**src/kmb_pkg.sv**
```systemverilog
package kmb_pkg;

	// Board side as held inside the block: wide enough for a 64-square side.
	localparam int SIDE_W = 7;

	// Move distance width and its saturation value.
	localparam int DIST_W = 10;
	localparam logic [DIST_W-1:0] DIST_MAX = 10'd1023;

	// Result status codes.
	localparam logic [1:0] ST_FOUND    = 2'd0;
	localparam logic [1:0] ST_UNREACH  = 2'd1;
	localparam logic [1:0] ST_OFFBOARD = 2'd2;

	// One query beat.
	typedef struct packed {
		logic [5:0] board_size;
		logic [5:0] start_row;
		logic [5:0] start_col;
		logic [5:0] target_row;
		logic [5:0] target_col;
	} query_t;

	// One result beat.
	typedef struct packed {
		logic [DIST_W-1:0] move_count;
		logic [1:0]        status;
	} result_t;

	// Datapath operations issued by the controller.
	typedef enum logic [3:0] {
		OP_NONE,
		OP_LOAD,
		OP_CLR,
		OP_SEED,
		OP_DEQ,
		OP_EXAM,
		OP_ROW_RD,
		OP_ROW_CHK,
		OP_PUSH_B
	} dp_op_t;

	// Command from the controller to the datapath.
	typedef struct packed {
		dp_op_t     op;
		logic       fin;
		logic [1:0] fin_code;
	} dp_cmd_t;

	// Status from the datapath to the controller.
	typedef struct packed {
		logic offboard;
		logic clr_last;
		logic empty;
		logic hit;
		logic row_last;
		logic both_new;
		logic row_done;
	} dp_sts_t;

	// The eight knight moves are visited as four row offsets, each with two column offsets.
	function automatic logic signed [7:0] row_ofs(input logic [1:0] j);
		logic signed [7:0] v;
		unique case (j)
			2'd0: v = -8'sd2;
			2'd1: v = -8'sd1;
			2'd2: v = 8'sd1;
			default: v = 8'sd2;
		endcase
		return v;
	endfunction

	function automatic logic signed [7:0] col_ofs_a(input logic [1:0] j);
		logic signed [7:0] v;
		unique case (j)
			2'd0: v = -8'sd1;
			2'd1: v = -8'sd2;
			2'd2: v = -8'sd2;
			default: v = -8'sd1;
		endcase
		return v;
	endfunction

	function automatic logic signed [7:0] col_ofs_b(input logic [1:0] j);
		logic signed [7:0] v;
		unique case (j)
			2'd0: v = 8'sd1;
			2'd1: v = 8'sd2;
			2'd2: v = 8'sd2;
			default: v = 8'sd1;
		endcase
		return v;
	endfunction

endpackage

```
**src/kmb_ctrl.sv**
```systemverilog
module kmb_ctrl (
	input  logic              clk,
	input  logic              arst_n,
	input  logic              start,
	output logic              busy,
	output logic              done,
	output kmb_pkg::dp_cmd_t  cmd,
	input  kmb_pkg::dp_sts_t  sts
);
	import kmb_pkg::*;

	typedef enum logic [3:0] {
		S_IDLE,
		S_SCREEN,
		S_CLEAR,
		S_SEED,
		S_DEQ,
		S_EXAM,
		S_ROW_RD,
		S_ROW_CHK,
		S_PUSH_B
	} state_t;

	state_t state_q;
	logic   done_q;

	assign busy = (state_q != S_IDLE);
	assign done = done_q;

	// Datapath command for the current state.
	always_comb begin
		cmd.op       = OP_NONE;
		cmd.fin      = 1'b0;
		cmd.fin_code = ST_FOUND;
		unique case (state_q)
			S_IDLE: begin
				if (start) begin
					cmd.op = OP_LOAD;
				end
			end
			S_SCREEN: begin
				if (sts.offboard) begin
					cmd.fin      = 1'b1;
					cmd.fin_code = ST_OFFBOARD;
				end
			end
			S_CLEAR: cmd.op = OP_CLR;
			S_SEED:  cmd.op = OP_SEED;
			S_DEQ: begin
				if (sts.empty) begin
					cmd.fin      = 1'b1;
					cmd.fin_code = ST_UNREACH;
				end else begin
					cmd.op = OP_DEQ;
				end
			end
			S_EXAM: begin
				if (sts.hit) begin
					cmd.fin      = 1'b1;
					cmd.fin_code = ST_FOUND;
				end else begin
					cmd.op = OP_EXAM;
				end
			end
			S_ROW_RD:  cmd.op = OP_ROW_RD;
			S_ROW_CHK: cmd.op = OP_ROW_CHK;
			S_PUSH_B:  cmd.op = OP_PUSH_B;
			default: begin
			end
		endcase
	end

	// Search sequencing and the result strobe.
	always_ff @(posedge clk or negedge arst_n) begin
		if (!arst_n) begin
			state_q <= S_IDLE;
			done_q  <= 1'b0;
		end else begin
			done_q <= cmd.fin;
			unique case (state_q)
				S_IDLE: begin
					if (start) begin
						state_q <= S_SCREEN;
					end
				end
				S_SCREEN: state_q <= sts.offboard ? S_IDLE : S_CLEAR;
				S_CLEAR: begin
					if (sts.clr_last) begin
						state_q <= S_SEED;
					end
				end
				S_SEED:  state_q <= S_DEQ;
				S_DEQ:   state_q <= sts.empty ? S_IDLE : S_EXAM;
				S_EXAM:  state_q <= sts.hit ? S_IDLE : S_ROW_RD;
				S_ROW_RD: state_q <= S_ROW_CHK;
				S_ROW_CHK: begin
					if (sts.both_new) begin
						state_q <= S_PUSH_B;
					end else if (sts.row_last) begin
						state_q <= S_DEQ;
					end else begin
						state_q <= S_ROW_RD;
					end
				end
				S_PUSH_B: state_q <= sts.row_done ? S_DEQ : S_ROW_RD;
				default: state_q <= S_IDLE;
			endcase
		end
	end

`ifndef NO_ASSERTIONS
	a_done_idle: assert property (@(posedge clk) disable iff (!arst_n)
		done_q |-> state_q == S_IDLE)
		else $error("result strobe while a search is running");
	a_accept_screen: assert property (@(posedge clk) disable iff (!arst_n)
		(state_q == S_IDLE && start) |=> state_q == S_SCREEN)
		else $error("accepted query did not enter screening");
	a_push_b_origin: assert property (@(posedge clk) disable iff (!arst_n)
		state_q == S_PUSH_B |-> $past(state_q) == S_ROW_CHK && $past(sts.both_new))
		else $error("second push without two new neighbors");
`endif

endmodule

```
**config.mk**
```make
export PLATFORM = sky130hd
export DESIGN_NAME = kmb_ctrl
export DESIGN_NICKNAME = d
export VERILOG_FILES = /design/src/kmb_pkg.sv /design/src/kmb_ctrl.sv
export SDC_FILE = /design/constraint.sdc
export NUM_CORES = 1
export LEC_CHECK = 0
export ABC_AREA = 1
export BUFFER_PORTS_ARGS = -buffer_cell sky130_fd_sc_hd__buf_2
export CAP_MARGIN = 20
export CORE_AREA = 2 2 39 41
export DETAILED_ROUTE_END_ITERATION = 7
export DIE_AREA = 0 0 41 43
export PLACE_DENSITY = 0.67
export SLEW_MARGIN = 20
export SYNTH_ARGS = -nofsm -noshare
export SYNTH_HDL_FRONTEND = slang
export SYNTH_SLANG_ARGS = --single-unit
```
**constraint.sdc**
```tcl
create_clock -name clk -period 0.9 [get_ports clk]
set_input_delay 0.09 -clock clk [delete_from_list [all_inputs] [get_ports clk]]
set_output_delay 0.09 -clock clk [all_outputs]
set_load 0.02 [all_outputs]
```
==> run_results.csv, run 1 <==
group,metric,value,unit
setup_path,critical_path.top_delay_family,"simple AND/OR/NAND/NOR gates",
cts,clockRootBuffer,"clkbuf_4",
drt,initialDrtViolationCount,16,
drt,wirelength_routed,1301,µm
global_route,track_usage,18.17,%
setup_path,worstSetupEndpointType,"output port",
min_path,min-delay-start,"sts[1]",
global_route,global_route.overflow_total,0,
synth,syn_area_per_cell,6.057,µm²
timing,total_of_endpoints_with_negative_setup_slack_in_the_final_report,13,
setup_path,crit_buf_inv,1,
placement,port_buffers,18,
synth,synth-seq-area-share,32.79,%
power,power.share.combinational,73.6,%
die,die_w,41,µm
setup_path,worst_ep_arrival_time,1.33,ns
cells_and_area,insertedDiodeCount,0,
setup_path,worst-endpoint-required,0.81,ns
timing,max_slew.worst_pin.slew,0.2118,ns
global_route,antenna_found_initial,0,
cts,htree_levels,1,
global_route,maximum_number_of_pins_on_one_net_before_global_route_repair,8,
synth,netlist_area,381.6,µm²
cells_and_area,multi_input_gate_area,304.0,µm²
global_route,via_count_of_the_first_global_routing_pass,533,
power,seq_power_share,16.0,%
power,switching_share,43.98,%
synth,ys.warnings.count,0,
setup_path,slowest_cell_delay_on_critical_path,0.44,ns
drt,drt_drc_violations_left,0,
cts,cts_inserted_buffers,3,
job,drv.max_cap_violation_count,0,
power,peakVddDrop,1.422,mV
power,p_clk_share,10.4,%
die,boundaryPins,19,
min_path,worst_hold_path.endpoint,"state_q[3]",
drt,routed_wire_length_per_instance,10.84,µm
min_path,worst_hold_path.num_cells,3,
power,leakage,0.4679,nW
drt,post_drt_via_cell_ratio,4.517,
setup_path,setup.worst_path.start_class,"flip-flop",
cts,register_clock_pin_slew_on_the_reported_worst_setup_and_hold_paths,0.05,ns
setup_path,timing.setup.critical_path_class,"flip-flop to output port",
setup_path,regToRegStartpoint,"state_q[0]",
cells_and_area,most-common-layout-cells,"buf_6, buf_4, buf_2",
setup_path,r2r.worst_path.cells,7,
cells_and_area,layout.filler_cells,116,
placement,gpl.final_weighted_congestion,0.8518,
power,power.density,3210,nW/µm²
synth,netlist_instances,63,
timing,achievable-frequency,0.7046,GHz
drt,via_count,542,
placement,detailed_placement_wirelength_estimate,842.1,µm
global_route,grt_first_pass_wirelength,2173,µm
die,initial_utilization,27.58,%
drt,detail_route.first_pass.iterations,4,
setup_path,timing.reg2reg.setup_slack,-0.38,ns
power,p_sw,1.171,mW
drt,drtAntennaViolNets,0,
timing,min_period,1.419,ns
placement,postPlaceCellArea,601.8,µm²
cells_and_area,non_filler_cell_area_final,829.5,µm²
cts,insertion_delay,0.25,ns
power,cell_internal_pwr,1.492,mW
die,placeableCoreArea,1384,µm²
synth,synthDistinctLibCells,11,
synth,synth_area_leaders,"dfrtp_1, nand2_1, nand3_1",
die,die-area,1763,µm²
power,fin_total_pwr,2.663,mW
cells_and_area,layout_commonest_cell,"buf_6",
timing,maxSlewHeadroom,85.84,%
timing,finClkSkew,0.001799,ns
setup_path,cp_num_cells,6,
setup_path,crit_path_top_delay_cell,"dfrtp_2",
timing,rsz_0062_raised_after_global_routing,"true",
timing,finalCritPeriodShare,157.7,%
timing,final.setup.worst_slack,-0.5192,ns
timing,slew_viol_final,0,
min_path,holdCritPathClass,"input port to flip-flop",
die,vert_die_dim,43,µm
cells_and_area,layout-area-overhead-vs-synth,117.4,%
synth,number_of_nets_produced_by_synthesis,73,
outcome,run_status,"complete, but fails checks",
synth,synth-seq-cells,5,
setup_path,critPathMaxFanout,7,
die,rows,14,
synth,synthDominantAreaCellType,"dfrtp_1",
cells_and_area,final_net_count,115,
synth,post-synth-top-area-fraction,32.79,%
setup_path,crit_path_cell_trace,"nor2_4 > nand3_2 > nand2_2 > nor2_4 > nand2_2 > buf_6",
cts,clkSinkCount,5,
cells_and_area,share_of_final_layout_standard_cells_stronger_than_drive_strength_1,67.31,%
timing,final-hold-violation-count,0,
cells_and_area,layout.area.seq,128.9,µm²
outcome,violations_in_the_final_reports,"negative setup slack",
cts,tritoncts_clock_tree,"done",
setup_path,r2r_end,"state_q[0]",
cts,ctsLongestPathBuffers,2,
worst min-delay path, stage by stage:
cell and delay (ns):
buf_2 0.11, inv_1 0.04, nor2_1 0.04
routing by layer:
metal	vias up	global-route usage (%)	wire length, µm
met5	-	0	0
li1	274	-	-
met4	0	9.333	23
met1	243	23.15	555
met2	23	27.81	652
met3	2	3.141	69
worst max-delay path by stage:
stage               startpoint  endpoint
CTS                 state_q[3]    cmd[5]
global placement    state_q[2]    cmd[5]
global route        state_q[3]    cmd[5]
detailed placement  state_q[2]    cmd[5]
floorplan           state_q[2]    cmd[5]
finish              state_q[3]    cmd[5]
metrics by stage:
stage / instances / utilization (%) / setup WS (ns) / TNS, ns / hold slack (ns)
floorplan: 63 / - / -0.1333 / -0.6510 / -0.2056
global placement: 107 / 43.49 / -0.2864 / -2.168 / -0.08599
detailed placement: 107 / 43.49 / -0.3019 / -2.248 / -0.08530
CTS: 121 / 58.14 / -0.5260 / -4.772 / 0.06055
global route: 120 / 59.95 / -0.5937 / -5.626 / 0.09141
finish: 120 / 59.95 / -0.5192 / -4.719 / 0.06280
synthesized netlist by cell type, drive strengths merged:
cell type	count
nor2	16
nand2	17
nand3	9
nand4	1
o21ai	1
dfrtp	5
nand3b	1
inv	13
power by group through the flow:
stage	logic [mW]	clock network (mW)	registers, mW
after floorplan	0.751	0	0.443
after global placement	1.28	0	0.422
after detailed placement	1.27	0	0.424
after CTS	1.90	0.281	0.423
after global routing	2.13	0.298	0.437
final	1.96	0.277	0.426
timing repair:
item	in CTS	in global routing
resized for setup	28	12
gates cloned	0	0
pin swaps	9	5
buffers inserted	10	2
hold buffers	1	0
setup endpoints to repair	13	13
endpoints found under the hold margin	5	0
sequential cells by signal, indices dropped and copies added (netlist names):
signal and cells:
done 1, state_q 4
kinds of logic (layout without fill, tap and decap cells):
kind of cell | after synthesis | in the layout | synth area share (%)
AND/OR/NAND/NOR | 44 | 44 | 53.12
buffers and inverters | 13 | 54 | 12.79
flip-flops | 5 | 5 | 32.79
AO/OA/AOI/OAI | 1 | 1 | 1.310
area by class of cell:
class	instances	share of cell area (%)
inverter	13	5.882
clock buffer	4	3.167
timing repair buffer	37	36.35
tap	16	2.413
multi-input combinational	45	36.65
sequential	5	15.54
No activity file was read; power rests on OpenSTA's default activity.
==> run 2: changes to the inputs <==
--- a/config.mk
+++ b/config.mk
@@ -6,12 +6,13 @@
 export NUM_CORES = 1
 export LEC_CHECK = 0
 export ABC_AREA = 1
-export BUFFER_PORTS_ARGS = -buffer_cell sky130_fd_sc_hd__buf_2
+export BUFFER_PORTS_ARGS = -buffer_cell sky130_fd_sc_hd__clkbuf_2
 export CAP_MARGIN = 20
-export CORE_AREA = 2 2 39 41
+export CELL_PAD_IN_SITES_DETAIL_PLACEMENT = 1
+export CELL_PAD_IN_SITES_GLOBAL_PLACEMENT = 1
+export CORE_UTILIZATION = 24
 export DETAILED_ROUTE_END_ITERATION = 7
-export DIE_AREA = 0 0 41 43
-export PLACE_DENSITY = 0.67
+export PLACE_DENSITY = 0.8
 export SLEW_MARGIN = 20
 export SYNTH_ARGS = -nofsm -noshare
 export SYNTH_HDL_FRONTEND = slang
==> constraint.sdc (replaced) <==
create_clock -name clk -period 0.9 [get_ports clk]
set_input_delay 0.18 -clock clk [delete_from_list [all_inputs] [get_ports clk]]
set_output_delay 0.18 -clock clk [all_outputs]
set_load 0.02 [all_outputs]
==> run 2 against run 1 <==
  * The flow still finishes with violations (negative setup slack)
  * Sequential share of layout area shrank 1.6 points
  * Die area shrank 0.54%
  * Clock skew grew 0.0058 ns
  * First-iteration DRC count shrank 56%
  * Clock-buffer cell count is the same
  * Routed wire length grew 67%
  * Clock power grew 3%
  * Critical endpoint unchanged
  * Final cell count grew 9.2%
  * Sequential cell count is the same
  * Register-to-register slack lost 0.20 ns
  * Combinational power grew 15%
  * Via count grew 15%
==> run_results.csv, run 2 (synthesis gave the netlist of run 1 again) <==
group,metric,value,unit
die,boundaryPins,19,
timing,max_slew.worst_pin.slew,0.2351,ns
die,placeableCoreArea,1489,µm²
global_route,maximum_number_of_pins_on_one_net_before_global_route_repair,8,
cells_and_area,final_net_count,126,
cts,insertion_delay,0.26,ns
job,drv.max_cap_violation_count,0,
setup_path,worstSetupEndpointType,"output port",
timing,final-hold-violation-count,0,
timing,total_of_endpoints_with_negative_setup_slack_in_the_final_report,14,
global_route,grt_first_pass_wirelength,3381,µm
min_path,holdCritPathClass,"input port to flip-flop",
global_route,via_count_of_the_first_global_routing_pass,692,
cts,register_clock_pin_slew_on_the_reported_worst_setup_and_hold_paths,0.05,ns
timing,slew_viol_final,0,
global_route,antenna_found_initial,0,
drt,wirelength_routed,2170,µm
setup_path,crit_path_cell_trace,"inv_2 > nor2_2 > nand2_1 > nand2_2 > nor2_2 > nand2_2 > clkbuf_8",
drt,via_count,623,
cts,tritoncts_clock_tree,"done",
setup_path,worst_ep_arrival_time,1.43,ns
placement,detailed_placement_wirelength_estimate,1120,µm
outcome,run_status,"complete, but fails checks",
cells_and_area,share_of_final_layout_standard_cells_stronger_than_drive_strength_1,69.57,%
timing,finClkSkew,0.007644,ns
cells_and_area,regMostFlops,"state_q",
outcome,violations_in_the_final_reports,"negative setup slack",
cts,cts_inserted_buffers,3,
power,power.density,3213,nW/µm²
cells_and_area,layout_commonest_cell,"buf_4",
cells_and_area,final_util,62.27,%
power,leakage,0.5253,nW
cells_and_area,insertedDiodeCount,0,
cts,htree_levels,1,
placement,port_buffers,18,
die,die_w,41.88,µm
cts,ctsLongestPathBuffers,2,
die,rows,14,
die,vert_die_dim,41.88,µm
cells_and_area,layout-area-overhead-vs-synth,143.0,%
global_route,global_route.overflow_total,0,
cells_and_area,largest_register_ffs,4,
placement,gpl.final_weighted_congestion,0.8603,
power,fin_total_pwr,2.979,mW
cts,clkSinkCount,5,
drt,initialDrtViolationCount,7,
setup_path,timing.setup.critical_path_class,"flip-flop to output port",
power,peakVddDrop,1.539,mV
timing,finalCritPeriodShare,178.8,%
timing,maxSlewHeadroom,84.27,%
cells_and_area,most-common-layout-cells,"buf_4, nand2_1, clkbuf_2",
cts,clockRootBuffer,"clkbuf_4",
die,die-area,1754,µm²
setup_path,worst-endpoint-required,0.72,ns
timing,min_period,1.609,ns
timing,rsz_0062_raised_after_global_routing,"true",
drt,routed_wire_length_per_instance,16.56,µm
timing,achievable-frequency,0.6215,GHz
global_route,track_usage,26.60,%
drt,drt_drc_violations_left,0,
timing,totalNegativeSetupSlack,-7.260,ns
setup_path,crit_path_top_delay_cell,"dfrtp_2",
drt,drtAntennaViolNets,0,
die,initial_utilization,25.63,%
placement,preCtsSetupSlack,-0.4459,ns
timing,final.setup.worst_slack,-0.7090,ns
setup_path,slowest_cell_delay_on_critical_path,0.46,ns
setup_path,setup.worst_path.start_class,"flip-flop",
setup_path,critPathMaxFanout,4,
drt,detail_route.first_pass.iterations,4,
drt,post_drt_via_cell_ratio,4.756,
run 2: cell types whose count changed in the layout (fill, tap and decap cells not counted), moves of 2 or more:
cell,delta
buf_4,+12
buf_2,-11
clkbuf_2,+9
buf_6,-5
clkbuf_8,+4
nor2_2,+2
nor2_4,-2
run 2: path summary, 6_finish.rpt:
| path | from | end | slack [ns] | cells past startpoint |
|---|---|---|---|---|
| setup / recovery | state_q[1] | cmd[5] | -0.71 | 7 |
| hold / removal | sts[1] | state_q[3] | 0.17 | 3 |
| setup reg to reg | state_q[2] | state_q[2] | -0.58 | 9 |
| hold reg to reg | state_q[3] | state_q[2] | 0.90 | 5 |
| max in group asynchronous | arst_n | state_q[3] | 0.45 | 2 |
| min in group asynchronous | arst_n | done | 0.28 | 2 |
run 2: stage by stage:
stage | cell area [µm²] | std cells | hold slack (ns)
floorplan | 416.7 | 63 | -0.1156
global placement | 639.4 | 112 | 0.003377
detailed placement | 639.4 | 112 | 0.01077
finish | 927.1 | 131 | 0.1650
global route | 927.1 | 131 | 0.1844
CTS | 848.3 | 128 | 0.1463
run 2: layout make-up:
cell class / count / area [µm²]
timing repair buffer: 48 / 415.4
clock buffer: 4 / 26.28
sequential: 5 / 128.9
fill: 183 / 561.8
multi-input combinational: 45 / 287.8
tap: 16 / 20.02
inverter: 13 / 48.80
run 2: power by group:
part / switching [mW] / total [mW] / internal (mW)
combinational: 1.09 / 2.26 / 1.17
sequential: 0.121 / 0.438 / 0.317
clock: 0.116 / 0.285 / 0.169
total: 1.33 / 2.98 / 1.65
run 2: metal layers:
layer  routed length (µm)  share of wire, %  GRT usage (%)
met4                   32               1.5          10.97
met3                   61               2.8          5.652
met5                    0                 0              0
met1                  905                42          31.82
met2                 1170                54          45.63
run 2: critical path: cells and delay by family, from the launching register on:
| kind | cells | cell delay [ns] |
|---|---|---|
| AND/OR/NAND/NOR | 5 | 0.45 |
| flip-flops | 1 | 0.46 |
| buffers and inverters | 2 | 0.25 |
run 2: timing repair:
action                                  CTS  global route
pin swaps                                13             5
setup buffers                            12             4
hold buffers                              1             0
resized for setup                        20            21
gates cloned                              0             0
endpoints found under the setup margin   14            14
hold endpoints to repair                  5             0
